File: config.mk
export PLATFORM = sky130hd
export DESIGN_NAME = grid_ray_traversal
export DESIGN_NICKNAME = d
export VERILOG_FILES = /design/src/rtl/grt_pkg.sv /design/src/rtl/grt_div.sv /design/src/rtl/grt_datapath.sv /design/src/rtl/grt_ctrl.sv /design/src/rtl/grid_ray_traversal.sv
export SDC_FILE = /design/constraint.sdc
export NUM_CORES = 2
export LEC_CHECK = 0
export BUFFER_PORTS_ARGS = -buffer_cell sky130_fd_sc_hd__buf_2
export CORE_MARGIN = 10
export CORE_UTILIZATION = 64
export DETAILED_ROUTE_END_ITERATION = 10
export GPL_ROUTABILITY_DRIVEN = 0
export PLACE_DENSITY = 0.81
export SYNTH_ARGS = -nofsm -noshare
export SYNTH_HDL_FRONTEND = slang
export SYNTH_HIERARCHICAL = 1
export SYNTH_SLANG_ARGS = --single-unit
export TNS_END_PERCENT = 20
File: constraint.sdc
create_clock -name clk -period 37.1 [get_ports clk]
set_input_delay 0 -clock clk [delete_from_list [all_inputs] [get_ports clk]]
set_output_delay 0 -clock clk [all_outputs]
set_load 0.05 [all_outputs]
File: src/rtl/grt_pkg.sv
// ----------------------------------------------------------------------------
// grt_pkg
// Shared types, constants and arithmetic helpers for the grid ray traversal.
// ----------------------------------------------------------------------------
package grt_pkg;

  // width of a signed tile index, covers -1 up to the largest map plus one
  localparam int CELL_W    = 12;
  // width of a boundary distance, wide enough to hold the saturated value
  localparam int DIST_W    = 40;
  localparam logic [DIST_W-1:0] T_SAT = 40'hFF_FFFF_FFFF;

  // shared divider
  localparam int DIV_W     = 32;
  localparam int DIVS_W    = 16;
  localparam int DIV_STEPS = 32;
  localparam int DIV_LAT   = DIV_STEPS + 1;

  // end point saturation bounds
  localparam logic signed [23:0] HIT_MIN = -24'sd524288;
  localparam logic signed [23:0] HIT_MAX = 24'sd1048575;

  typedef enum logic [2:0] {
    DSEL_TX,
    DSEL_TY,
    DSEL_DX,
    DSEL_DY
  } div_sel_t;

  // controller to datapath
  typedef struct packed {
    logic     clr_en;
    logic     tile_wr;
    logic     cap;
    logic     div_start;
    div_sel_t div_sel;
    logic     step;
    logic     set_org;
    logic     fin_ray;
    logic     fin_stop;
    logic     mul;
    logic     load_out;
  } grt_cmd_t;

  // datapath to controller
  typedef struct packed {
    logic clr_last;
    logic div_done;
    logic org_out;
    logic blk;
    logic oob;
    logic t_le_max;
  } grt_sts_t;

  // saturating add of two boundary distances
  function automatic logic [DIST_W-1:0] sat_add(input logic [DIST_W-1:0] a,
                                                input logic [DIST_W-1:0] b);
    logic [DIST_W:0] s;
    s = {1'b0, a} + {1'b0, b};
    if (a >= T_SAT || b >= T_SAT || s > {1'b0, T_SAT}) begin
      return T_SAT;
    end
    return s[DIST_W-1:0];
  endfunction

  // magnitude of a Q2.14 direction
  function automatic logic [15:0] abs16(input logic signed [15:0] d);
    return d[15] ? (~d + 16'd1) : d;
  endfunction

  // origin plus the signed product, rounded toward minus infinity and clamped to the result range
  function automatic logic [20:0] end_point(input logic [18:0] p0,
                                            input logic        neg,
                                            input logic [34:0] mag);
    logic [21:0]        q;
    logic signed [23:0] v;
    q = {1'b0, mag[34:14]} + {21'd0, (neg && (|mag[13:0]))};
    if (neg) begin
      v = $signed({5'd0, p0}) - $signed({2'd0, q});
    end else begin
      v = $signed({5'd0, p0}) + $signed({2'd0, q});
    end
    if (v < HIT_MIN) begin
      return 21'h18_0000;
    end
    if (v > HIT_MAX) begin
      return 21'h0F_FFFF;
    end
    return v[20:0];
  endfunction

endpackage

File: src/rtl/grt_div.sv
// ----------------------------------------------------------------------------
// grt_div
// Restoring unsigned divider, one quotient bit per cycle.
// ----------------------------------------------------------------------------
module grt_div
  import grt_pkg::*;
(
  input  logic              clk,
  input  logic              rst_n,
  input  logic              start,
  input  logic [DIV_W-1:0]  dividend,
  input  logic [DIVS_W-1:0] divisor,
  output logic              done,
  output logic [DIV_W-1:0]  quotient
);

  logic [5:0]        cnt_r;
  logic              done_r;
  logic [DIV_W-1:0]  dvd_r;
  logic [DIVS_W-1:0] dvs_r;
  logic [DIVS_W-1:0] rem_r;
  logic [DIVS_W:0]   rem_sh;
  logic              q_bit;

  // one restoring step
  always_comb begin
    rem_sh = {rem_r, dvd_r[DIV_W-1]};
    q_bit  = (rem_sh >= {1'b0, dvs_r});
  end

  // step counter
  always_ff @(posedge clk) begin
    if (!rst_n) begin
      cnt_r  <= '0;
      done_r <= 1'b0;
    end else begin
      done_r <= 1'b0;
      if (start) begin
        cnt_r <= 6'(DIV_STEPS);
      end else if (cnt_r != '0) begin
        cnt_r <= cnt_r - 6'd1;
        if (cnt_r == 6'd1) begin
          done_r <= 1'b1;
        end
      end
    end
  end

  // operand and remainder registers
  always_ff @(posedge clk) begin
    if (start) begin
      dvd_r <= dividend;
      dvs_r <= divisor;
      rem_r <= '0;
    end else if (cnt_r != '0) begin
      dvd_r <= {dvd_r[DIV_W-2:0], q_bit};
      rem_r <= q_bit ? DIVS_W'(rem_sh - {1'b0, dvs_r}) : rem_sh[DIVS_W-1:0];
    end
  end

  assign done     = done_r;
  assign quotient = dvd_r;

endmodule

File: src/rtl/grt_datapath.sv
// ----------------------------------------------------------------------------
// grt_datapath
// Tile map memory, ray registers, step logic, end point products and
// result registers.
// ----------------------------------------------------------------------------
module grt_datapath
  import grt_pkg::*;
#(
  parameter int MAP_COLS    = 32,
  parameter int MAP_ROWS    = 32,
  parameter int TILE_PIXELS = 32
) (
  input  logic              clk,
  input  logic              rst_n,
  input  grt_cmd_t          cmd,
  output grt_sts_t          sts,
  input  logic [4:0]        in_tile_col,
  input  logic [4:0]        in_tile_row,
  input  logic              in_tile_blocks,
  input  logic [18:0]       in_origin_x,
  input  logic [18:0]       in_origin_y,
  input  logic signed [15:0] in_dir_x,
  input  logic signed [15:0] in_dir_y,
  input  logic [18:0]       in_max_distance,
  output logic signed [20:0] out_hit_x,
  output logic signed [20:0] out_hit_y,
  output logic [18:0]       out_travel,
  output logic              out_blocked
);

  localparam int CW    = (MAP_COLS > 1) ? $clog2(MAP_COLS) : 1;
  localparam int RW    = (MAP_ROWS > 1) ? $clog2(MAP_ROWS) : 1;
  localparam int AW    = CW + RW;
  localparam int DEPTH = 1 << AW;
  localparam logic signed [CELL_W-1:0] COLS_S = CELL_W'(MAP_COLS);
  localparam logic signed [CELL_W-1:0] ROWS_S = CELL_W'(MAP_ROWS);
  localparam logic [DIV_W-1:0] STEP_NUM = DIV_W'(TILE_PIXELS) << 22;
  // reciprocal of the tile size, exact for any 11-bit pixel index
  localparam int RECIP_SH = 24;
  localparam logic [23:0] RECIP_M =
    24'(((1 << RECIP_SH) + TILE_PIXELS - 1) / TILE_PIXELS);

  // tile map
  logic           map_mem [DEPTH];
  logic           rd_data_r;
  logic [AW-1:0]  clr_cnt_r;
  logic [AW-1:0]  wr_addr;
  logic [AW-1:0]  rd_addr;
  logic           wr_en;
  logic           wr_data;
  logic           tile_in_map;
  logic [8:0]     col9;
  logic [8:0]     row9;

  // ray registers
  logic [18:0]              ox_r, oy_r, maxd_r;
  logic signed [15:0]       dx_r, dy_r;
  logic signed [CELL_W-1:0] cx_r, cy_r;
  logic [DIST_W-1:0]        tx_r, ty_r, ddx_r, ddy_r, t_r;
  logic                     oob_r;
  logic                     stop_r;
  logic [18:0]              tf_r;
  logic [34:0]              mag_x_r, mag_y_r;
  logic [20:0]              hit_x_r, hit_y_r;
  logic [18:0]              dist_r;
  logic                     blocked_r;

  // origin tile
  logic [34:0]       cx_prod, cy_prod;

  // divider
  logic [DIV_W-1:0]  div_dvd;
  logic [DIVS_W-1:0] div_dvs;
  logic              div_done;
  logic [DIV_W-1:0]  div_quo;
  logic [25:0]       bhx, blx, bhy, bly, num_x, num_y;
  logic [DIST_W-1:0] q_store;
  logic              dir_zero;

  // step
  logic                     tx_lt;
  logic signed [CELL_W-1:0] sx, sy, cx_n, cy_n, rd_cx, rd_cy;
  logic [DIST_W-1:0]        t_n;
  logic                     oob_n;

  // tile write decode, clear sweep and map read address
  always_comb begin
    col9        = {4'd0, in_tile_col};
    row9        = {4'd0, in_tile_row};
    tile_in_map = (col9 < 9'(MAP_COLS)) && (row9 < 9'(MAP_ROWS));
    wr_en       = cmd.clr_en || (cmd.tile_wr && tile_in_map);
    wr_addr     = cmd.clr_en ? clr_cnt_r : {row9[RW-1:0], col9[CW-1:0]};
    wr_data     = cmd.clr_en ? 1'b0 : in_tile_blocks;
    rd_cx       = cmd.step ? cx_n : cx_r;
    rd_cy       = cmd.step ? cy_n : cy_r;
    rd_addr     = {rd_cy[RW-1:0], rd_cx[CW-1:0]};
  end

  always_ff @(posedge clk) begin
    if (!rst_n) begin
      clr_cnt_r <= '0;
    end else if (cmd.clr_en) begin
      clr_cnt_r <= clr_cnt_r + AW'(1);
    end
  end

  always_ff @(posedge clk) begin
    if (wr_en) begin
      map_mem[wr_addr] <= wr_data;
    end
    rd_data_r <= map_mem[rd_addr];
  end

  // origin tile from the pixel index by reciprocal multiplication
  always_comb begin
    cx_prod = 35'(in_origin_x[18:8]) * 35'(RECIP_M);
    cy_prod = 35'(in_origin_y[18:8]) * 35'(RECIP_M);
  end

  // divider operand select
  always_comb begin
    bhx   = (26'(cx_r[CELL_W-2:0]) + 26'd1) * 26'(TILE_PIXELS) << 8;
    blx   = 26'(cx_r[CELL_W-2:0]) * 26'(TILE_PIXELS) << 8;
    bhy   = (26'(cy_r[CELL_W-2:0]) + 26'd1) * 26'(TILE_PIXELS) << 8;
    bly   = 26'(cy_r[CELL_W-2:0]) * 26'(TILE_PIXELS) << 8;
    num_x = dx_r[15] ? (26'(ox_r) - blx) : (bhx - 26'(ox_r));
    num_y = dy_r[15] ? (26'(oy_r) - bly) : (bhy - 26'(oy_r));
    unique case (cmd.div_sel)
      DSEL_TX: begin
        div_dvd = {num_x[17:0], 14'd0};
        div_dvs = abs16(dx_r);
      end
      DSEL_TY: begin
        div_dvd = {num_y[17:0], 14'd0};
        div_dvs = abs16(dy_r);
      end
      DSEL_DX: begin
        div_dvd = STEP_NUM;
        div_dvs = abs16(dx_r);
      end
      DSEL_DY: begin
        div_dvd = STEP_NUM;
        div_dvs = abs16(dy_r);
      end
      default: begin
        div_dvd = STEP_NUM;
        div_dvs = DIVS_W'(TILE_PIXELS);
      end
    endcase
    dir_zero = (div_dvs == '0);
    q_store  = dir_zero ? T_SAT : DIST_W'(div_quo);
  end

  grt_div u_div (
    .clk      (clk),
    .rst_n    (rst_n),
    .start    (cmd.div_start),
    .dividend (div_dvd),
    .divisor  (div_dvs),
    .done     (div_done),
    .quotient (div_quo)
  );

  // one tile boundary step
  always_comb begin
    tx_lt = (tx_r < ty_r);
    sx    = dx_r[15] ? -CELL_W'(1) : CELL_W'(1);
    sy    = dy_r[15] ? -CELL_W'(1) : CELL_W'(1);
    cx_n  = tx_lt ? cx_r + sx : cx_r;
    cy_n  = tx_lt ? cy_r : cy_r + sy;
    t_n   = tx_lt ? tx_r : ty_r;
    oob_n = (cx_n < 0) || (cx_n >= COLS_S) || (cy_n < 0) || (cy_n >= ROWS_S);
  end

  // ray registers
  always_ff @(posedge clk) begin
    if (cmd.cap) begin
      ox_r   <= in_origin_x;
      oy_r   <= in_origin_y;
      dx_r   <= in_dir_x;
      dy_r   <= in_dir_y;
      maxd_r <= in_max_distance;
      cx_r   <= CELL_W'(cx_prod[34:RECIP_SH]);
      cy_r   <= CELL_W'(cy_prod[34:RECIP_SH]);
    end
    if (div_done) begin
      unique case (cmd.div_sel)
        DSEL_TX: tx_r  <= q_store;
        DSEL_TY: ty_r  <= q_store;
        DSEL_DX: ddx_r <= q_store;
        DSEL_DY: ddy_r <= q_store;
        default: ddy_r <= q_store;
      endcase
    end
    if (cmd.step) begin
      cx_r  <= cx_n;
      cy_r  <= cy_n;
      t_r   <= t_n;
      oob_r <= oob_n;
      if (tx_lt) begin
        tx_r <= sat_add(tx_r, ddx_r);
      end else begin
        ty_r <= sat_add(ty_r, ddy_r);
      end
    end
    // final distance
    if (cmd.set_org) begin
      stop_r <= 1'b1;
      tf_r   <= '0;
    end else if (cmd.fin_ray) begin
      stop_r <= cmd.fin_stop;
      tf_r   <= (!cmd.fin_stop || (t_r > DIST_W'(maxd_r))) ? maxd_r : t_r[18:0];
    end
    // end point products
    if (cmd.mul) begin
      mag_x_r <= 35'(abs16(dx_r)) * 35'(tf_r);
      mag_y_r <= 35'(abs16(dy_r)) * 35'(tf_r);
    end
    // result item
    if (cmd.load_out) begin
      hit_x_r   <= end_point(ox_r, dx_r[15], mag_x_r);
      hit_y_r   <= end_point(oy_r, dy_r[15], mag_y_r);
      dist_r    <= tf_r;
      blocked_r <= stop_r;
    end
  end

  // status
  always_comb begin
    sts.clr_last = (clr_cnt_r == AW'(DEPTH - 1));
    sts.div_done = div_done;
    sts.org_out  = (cx_r >= COLS_S) || (cy_r >= ROWS_S);
    sts.blk      = rd_data_r;
    sts.oob      = oob_r;
    sts.t_le_max = (t_r <= DIST_W'(maxd_r));
  end

  assign out_hit_x   = hit_x_r;
  assign out_hit_y   = hit_y_r;
  assign out_travel  = dist_r;
  assign out_blocked = blocked_r;

endmodule

File: src/rtl/grt_ctrl.sv
// ----------------------------------------------------------------------------
// grt_ctrl
// Sequencer: map clear, division order, traversal loop and result handoff.
// ----------------------------------------------------------------------------
module grt_ctrl
  import grt_pkg::*;
(
  input  logic     clk,
  input  logic     rst_n,
  input  logic     in_valid,
  output logic     in_ready,
  input  logic     in_req_type,
  output logic     out_valid,
  input  logic     out_ready,
  output grt_cmd_t cmd,
  input  grt_sts_t sts
);

  typedef enum logic [3:0] {
    S_CLEAR,
    S_IDLE,
    S_DIV,
    S_ORG,
    S_ORGCHK,
    S_STEP,
    S_CHK,
    S_MUL,
    S_OUT
  } state_t;

  state_t   state_r;
  div_sel_t sel_r;
  logic     go_r;
  logic     out_valid_r;
  logic     acc;
  logic     ray_stop;

  assign in_ready = (state_r == S_IDLE);
  assign acc      = in_valid && in_ready;
  assign ray_stop = sts.oob || sts.blk;

  // commands
  always_comb begin
    cmd           = '0;
    cmd.div_sel   = sel_r;
    cmd.div_start = go_r;
    cmd.clr_en    = (state_r == S_CLEAR);
    cmd.tile_wr   = acc && !in_req_type;
    cmd.cap       = acc && in_req_type;
    cmd.step      = (state_r == S_STEP);
    cmd.set_org   = (state_r == S_ORGCHK) && (sts.org_out || sts.blk);
    cmd.fin_ray   = (state_r == S_CHK) && (ray_stop || !sts.t_le_max);
    cmd.fin_stop  = ray_stop;
    cmd.mul       = (state_r == S_MUL);
    cmd.load_out  = (state_r == S_OUT) && (!out_valid_r || out_ready);
  end

  // state and registered outputs
  always_ff @(posedge clk) begin
    if (!rst_n) begin
      state_r     <= S_CLEAR;
      sel_r       <= DSEL_TX;
      go_r        <= 1'b0;
      out_valid_r <= 1'b0;
    end else begin
      go_r <= 1'b0;
      if (out_valid_r && out_ready) begin
        out_valid_r <= 1'b0;
      end
      unique case (state_r)
        S_CLEAR: begin
          if (sts.clr_last) begin
            state_r <= S_IDLE;
          end
        end
        S_IDLE: begin
          if (acc && in_req_type) begin
            state_r <= S_ORG;
          end
        end
        S_DIV: begin
          if (sts.div_done) begin
            unique case (sel_r)
              DSEL_TX: begin
                sel_r <= DSEL_TY;
                go_r  <= 1'b1;
              end
              DSEL_TY: begin
                sel_r <= DSEL_DX;
                go_r  <= 1'b1;
              end
              DSEL_DX: begin
                sel_r <= DSEL_DY;
                go_r  <= 1'b1;
              end
              DSEL_DY: state_r <= S_STEP;
              default: state_r <= S_STEP;
            endcase
          end
        end
        S_ORG: state_r <= S_ORGCHK;
        S_ORGCHK: begin
          if (sts.org_out || sts.blk) begin
            state_r <= S_MUL;
          end else begin
            sel_r   <= DSEL_TX;
            go_r    <= 1'b1;
            state_r <= S_DIV;
          end
        end
        S_STEP: state_r <= S_CHK;
        S_CHK: begin
          if (ray_stop || !sts.t_le_max) begin
            state_r <= S_MUL;
          end else begin
            state_r <= S_STEP;
          end
        end
        S_MUL: state_r <= S_OUT;
        S_OUT: begin
          if (!out_valid_r || out_ready) begin
            out_valid_r <= 1'b1;
            state_r     <= S_IDLE;
          end
        end
        default: state_r <= S_IDLE;
      endcase
    end
  end

  assign out_valid = out_valid_r;

`ifndef ASSERT_OFF
  // each divider start is answered by a done
  a_div_lat: assert property (@(posedge clk) disable iff (!rst_n)
    cmd.div_start |-> ##DIV_LAT sts.div_done)
    else $error("divider done out of step with start");

  // every step is followed by its map check
  a_step_chk: assert property (@(posedge clk) disable iff (!rst_n)
    (state_r == S_STEP) |=> (state_r == S_CHK))
    else $error("step not followed by check");

  // a loaded result is offered on the next cycle
  a_load_valid: assert property (@(posedge clk) disable iff (!rst_n)
    cmd.load_out |=> out_valid_r)
    else $error("loaded result item not offered");
`endif

endmodule

File: src/rtl/grid_ray_traversal.sv
// ----------------------------------------------------------------------------
// grid_ray_traversal
// Tile map with one blocking bit per tile and a grid DDA ray caster.
// ----------------------------------------------------------------------------
// After reset the map is cleared one tile per cycle, all 2^(clog2(MAP_COLS) +
// clog2(MAP_ROWS)) entries (1024 at the defaults), and no item is taken in
// that time. A tile write item is written as it is taken, and the block
// stays ready for the next item. A ray item finds its origin tile by a
// reciprocal multiplication as it is taken; a rejected origin (off the map
// or on a blocking tile) goes straight on to the end point products and the
// result, with no division. Otherwise four divisions on one shared radix-2
// divider give the boundary and step distances, each yielding 32 quotient
// bits between its start and its done, and the walk then does a step and a
// check of the registered map read for each tile crossed. The result sits in
// an output register, and the next item is taken while it waits.
// ----------------------------------------------------------------------------
module grid_ray_traversal
  import grt_pkg::*;
#(
  parameter int MAP_COLS    = 32,
  parameter int MAP_ROWS    = 32,
  parameter int TILE_PIXELS = 32
) (
  input  logic               clk,
  input  logic               rst_n,
  input  logic               in_valid,
  output logic               in_ready,
  input  logic               in_req_type,
  input  logic [4:0]         in_tile_col,
  input  logic [4:0]         in_tile_row,
  input  logic               in_tile_blocks,
  input  logic [18:0]        in_origin_x,
  input  logic [18:0]        in_origin_y,
  input  logic signed [15:0] in_dir_x,
  input  logic signed [15:0] in_dir_y,
  input  logic [18:0]        in_max_distance,
  output logic               out_valid,
  input  logic               out_ready,
  output logic signed [20:0] out_hit_x,
  output logic signed [20:0] out_hit_y,
  output logic [18:0]        out_travel,
  output logic               out_blocked
);

  grt_cmd_t cmd;
  grt_sts_t sts;

  // sequencer
  grt_ctrl u_ctrl (
    .clk         (clk),
    .rst_n       (rst_n),
    .in_valid    (in_valid),
    .in_ready    (in_ready),
    .in_req_type (in_req_type),
    .out_valid   (out_valid),
    .out_ready   (out_ready),
    .cmd         (cmd),
    .sts         (sts)
  );

  // map, arithmetic and result registers
  grt_datapath #(
    .MAP_COLS    (MAP_COLS),
    .MAP_ROWS    (MAP_ROWS),
    .TILE_PIXELS (TILE_PIXELS)
  ) u_dp (
    .clk              (clk),
    .rst_n            (rst_n),
    .cmd              (cmd),
    .sts              (sts),
    .in_tile_col      (in_tile_col),
    .in_tile_row      (in_tile_row),
    .in_tile_blocks   (in_tile_blocks),
    .in_origin_x      (in_origin_x),
    .in_origin_y      (in_origin_y),
    .in_dir_x         (in_dir_x),
    .in_dir_y         (in_dir_y),
    .in_max_distance  (in_max_distance),
    .out_hit_x        (out_hit_x),
    .out_hit_y        (out_hit_y),
    .out_travel       (out_travel),
    .out_blocked      (out_blocked)
  );

endmodule
==> flow_results.xml <==
<?xml version="1.0" encoding="UTF-8"?>
<metrics>
  <group name="status">
    <metric name="run_status" unit="">complete, no violations</metric>
  </group>
  <group name="die">
    <metric name="rows" unit="">144</metric>
    <metric name="core-area" unit="sq um">154000</metric>
    <metric name="chipWidth" unit="microns">414</metric>
    <metric name="boundaryPins" unit="">169</metric>
    <metric name="start_util" unit="%">64.4</metric>
    <metric name="die_area" unit="sq um">171000</metric>
    <metric name="die_h" unit="microns">414</metric>
  </group>
  <group name="logic_synthesis">
    <metric name="synth_top_cells_by_area" unit="">sky130_fd_sc_hd__edfxtp_1 43%, sky130_fd_sc_hd__fa_1 9.7%, sky130_fd_sc_hd__ha_1 6.3%</metric>
    <metric name="synth.yosys.warnings" unit="">6</metric>
    <metric name="number_of_flops_mapped_to_enable_cells_by_yosys" unit="">1424</metric>
    <metric name="synth-seq-area-share" unit="%">46.0</metric>
    <metric name="yosys.area.top_type" unit="">sky130_fd_sc_hd__edfxtp_1</metric>
    <metric name="post_synth_inst_count" unit="">9822</metric>
    <metric name="synth.avg_cell_area" unit="sq um">10.1</metric>
    <metric name="ys_async_sr_fraction" unit="%">0</metric>
    <metric name="synth_flop_cell" unit="">sky130_fd_sc_hd__edfxtp_1</metric>
    <metric name="synth.top_cell.area_share" unit="%">43.1</metric>
    <metric name="synthesis.area" unit="sq um">99200</metric>
    <metric name="yosys_register_bits" unit="">1566</metric>
    <metric name="synth.lib_cells_used.distinct" unit="">92</metric>
  </group>
  <group name="clock_network">
    <metric name="cts.hold.buffers_added" unit="">179</metric>
    <metric name="clock_tree.root_cell" unit="">sky130_fd_sc_hd__clkbuf_16</metric>
    <metric name="clock_path_buffers" unit="">3</metric>
    <metric name="cts-buffers-inserted" unit="">163</metric>
    <metric name="tritoncts" unit="">done</metric>
    <metric name="clock_latency" unit="ps">830</metric>
    <metric name="post_cts_resize_count" unit="">0</metric>
    <metric name="post_cts_setup_buffers" unit="">0</metric>
    <metric name="sinks_on_clock_net" unit="">1566</metric>
    <metric name="clk_transition_reported_paths" unit="ps">60</metric>
    <metric name="ctsHtreeMaxLevel" unit="">4</metric>
  </group>
  <group name="power_and_ir_drop">
    <metric name="comb_power_share" unit="%">15.1</metric>
    <metric name="ir_worst_vdd" unit="mV">0.0669</metric>
    <metric name="clock_network_fraction_of_total_power" unit="%">38.3</metric>
    <metric name="power_frac_seq" unit="%">46.7</metric>
    <metric name="leakage_power_summed_over_all_cells" unit="nW">42.3</metric>
    <metric name="switching_portion_of_total_power" unit="%">27.7</metric>
    <metric name="netSwitchingPower" unit="mW">1.22</metric>
    <metric name="p_per_area" unit="nW/um^2">40.2</metric>
    <metric name="cellInternalPower" unit="mW">3.17</metric>
  </group>
  <group name="global_routing">
    <metric name="grt_first_pass_wirelength" unit="microns">462000</metric>
    <metric name="grt_max_degree" unit="">314</metric>
    <metric name="globalRouteTotalUtil" unit="%">34.9</metric>
    <metric name="antenna_found_initial" unit="">15</metric>
    <metric name="grt.overflow.total" unit="">0</metric>
    <metric name="grt_pass1_vias" unit="">79457</metric>
  </group>
  <group name="timing">
    <metric name="grt_setup_unrepaired" unit="">false</metric>
    <metric name="skew" unit="ps">67.6</metric>
    <metric name="hold_viol_final" unit="">0</metric>
    <metric name="slew_violations" unit="">0</metric>
    <metric name="fmax" unit="GHz">0.108</metric>
    <metric name="period_minus_slack" unit="ps">9270</metric>
    <metric name="slew-limit-headroom" unit="%">8.48</metric>
    <metric name="setup_total_negative_slack" unit="ps">0</metric>
    <metric name="tightestPinTransition" unit="ps">1370</metric>
    <metric name="report.final.setup_viol" unit="">0</metric>
    <metric name="timing.final.crit_share" unit="%">25.0</metric>
  </group>
  <group name="detailed_routing">
    <metric name="wirelength_routed" unit="microns">305000</metric>
    <metric name="routed-via-count" unit="">79603</metric>
    <metric name="vias_per_cell" unit="">6.61</metric>
    <metric name="wire_per_inst" unit="microns">25.3</metric>
    <metric name="drt_first_iter_violations" unit="">11101</metric>
    <metric name="antenna_viol_nets_final" unit="">0</metric>
    <metric name="detailedRoute.firstPassIterationCount" unit="">9</metric>
    <metric name="detail_route.drc_violations" unit="">0</metric>
  </group>
  <group name="worst_setup_path">
    <metric name="crit_path_max_fanout" unit="">23</metric>
    <metric name="timing.setup.critical_path_class" unit="">reg2reg</metric>
    <metric name="timing.critical_path.arrival" unit="ps">9800</metric>
    <metric name="wp_data_required" unit="ps">37630</metric>
    <metric name="path_common_cell" unit="">sky130_fd_sc_hd__fa_1</metric>
    <metric name="critPathBufInv" unit="">3</metric>
    <metric name="crit_path_max_incr_delay" unit="ps">830</metric>
    <metric name="setup.worst_path.start_class" unit="">flip-flop</metric>
    <metric name="setup.worst_path.end_class" unit="">flip-flop</metric>
    <metric name="path_delay_family" unit="">adder cells</metric>
    <metric name="critPathSlowestCell" unit="">sky130_fd_sc_hd__and4b_1</metric>
  </group>
  <group name="job">
    <metric name="max-cap-violations" unit="">0</metric>
  </group>
  <group name="finish">
    <metric name="drive_gt1_share" unit="%">7.22</metric>
    <metric name="layout.cells.most_common" unit="">sky130_fd_sc_hd__edfxtp_1</metric>
    <metric name="utilization" unit="%">70.7</metric>
    <metric name="most_frequent_cells_in_the_layout" unit="">1,424 x sky130_fd_sc_hd__edfxtp_1, 1,356 x sky130_fd_sc_hd__nor2_1, 840 x sky130_fd_sc_hd__nand2_1, 800 x sky130_fd_sc_hd__inv_1, 615 x sky130_fd_sc_hd__nand3_1</metric>
    <metric name="final_net_count" unit="">10923</metric>
    <metric name="area.growth.synth_to_final" unit="%">9.77</metric>
  </group>
  <group name="placed_design">
    <metric name="place.port_buffers" unit="">168</metric>
    <metric name="hpwl" unit="microns">187000</metric>
  </group>
  <group name="worst_hold_path">
    <metric name="holdCritPathClass" unit="">in2reg</metric>
  </group>
</metrics>
[Yosys cell counts, types with 70 or more instances]
| library cell | count |
|---|---|
| sky130_fd_sc_hd__edfxtp_1 | 1424 |
| sky130_fd_sc_hd__nor2_1 | 1362 |
| sky130_fd_sc_hd__nand2_1 | 855 |
| sky130_fd_sc_hd__inv_1 | 800 |
| sky130_fd_sc_hd__nand3_1 | 617 |
| sky130_fd_sc_hd__clkbuf_1 | 558 |
| sky130_fd_sc_hd__o21ai_0 | 538 |
| sky130_fd_sc_hd__ha_1 | 498 |
| sky130_fd_sc_hd__fa_1 | 483 |
| sky130_fd_sc_hd__a21oi_1 | 326 |
| sky130_fd_sc_hd__and2_1 | 279 |
| sky130_fd_sc_hd__xnor2_1 | 244 |
| sky130_fd_sc_hd__mux2i_1 | 200 |
| sky130_fd_sc_hd__nand4_1 | 157 |
| sky130_fd_sc_hd__dfxtp_1 | 142 |
| sky130_fd_sc_hd__nor3_1 | 94 |
| sky130_fd_sc_hd__a21o_1 | 85 |
| sky130_fd_sc_hd__a311oi_1 | 81 |
| sky130_fd_sc_hd__xor2_1 | 74 |
| sky130_fd_sc_hd__buf_1 | 70 |
[through the flow]
stage / setup slack, ps / instance area (sq um) / std cells / total power, mW / hold slack (ps)
4_1_cts: 27890 / 109000 / 12019 / 4.36 / 1.93
2_1_floorplan: 5850 / 99300 / 9835 / 2.51 / 98.9
6_report: 27830 / 109000 / 12036 / 4.38 / 35.5
5_1_grt: 27390 / 109000 / 12027 / 4.52 / 11.6
3_5_place_dp: 27960 / 102000 / 11537 / 2.70 / 178
3_3_place_gp: 28260 / 102000 / 11537 / 2.67 / 178
[path summary, 6_finish.rpt]
kind              slack, ps    startpoint  cells after the start               end
setup / recovery      27830  u_dp/dy_r[0]                     26  u_dp/mag_y_r[33]
hold / removal           40   in_dir_x[0]                      2      u_dp/dx_r[0]
setup reg to reg      27830  u_dp/dy_r[0]                     26  u_dp/mag_y_r[33]
hold reg to reg         430   u_dp/stop_r                      0  u_dp/out_blocked
[metal layers]
metal,vias up,part of all wire (%),global-route usage [%]
met4,10,9.1,25.8
met1,38181,33,42.2
met2,5763,45,54.6
li1,34128,-,-
met3,1521,13,8.25
met5,-,0.023,0
[cell families (layout without fill, tap and decap cells)]
| logic type | Yosys count | count (layout) | synth area share [%] |
|---|---|---|---|
| and+or+nand+nor | 3664 | 3664 | 16.8 |
| xor gates and xnor gates | 318 | 318 | 2.81 |
| other | 2 | 32 | 0.00757 |
| adders and majority gates | 981 | 981 | 16.0 |
| AOI/OAI and AO/OA | 1568 | 1568 | 10.2 |
| buffers and inverters | 1475 | 1615 | 5.68 |
| muxes | 248 | 248 | 2.56 |
| DFF | 1566 | 1566 | 46.0 |
[sequential cells by signal, summed over array words and instances (netlist names), 19 cells and up]
signal               cells
u_dp/map_mem          1024
u_dp/t_r                40
u_dp/tx_r               40
u_dp/ty_r               40
u_dp/mag_x_r            35
u_dp/mag_y_r            35
u_dp/ddx_r              33
u_dp/ddy_r              33
u_dp/u_div/quotient     32
u_dp/out_hit_x          21
u_dp/out_hit_y          21
u_dp/maxd_r             19
u_dp/out_travel         19
u_dp/ox_r               19
u_dp/oy_r               19
u_dp/tf_r               19
[area by class of cell]
cell class                 instances  area, sq um
multi-input combinational       6794        48300
sequential                      1566        45600
fill                           10590        45100
clock buffer                     202         4270
timing repair buffer             512         3950
inverter                         800         3000
tap                             2044         2560
clock inverter                   101         1150
antenna                           17         42.5
[power groups by stage]
stage	combinational (mW)	sequential (mW)	clock [mW]
floorplan	0.456	2.06	0
global placement	0.591	2.08	0
detailed placement	0.616	2.08	0
CTS	0.639	2.04	1.68
global route	0.717	2.05	1.76
finish	0.661	2.04	1.68
(Power assumes the default switching activity.)
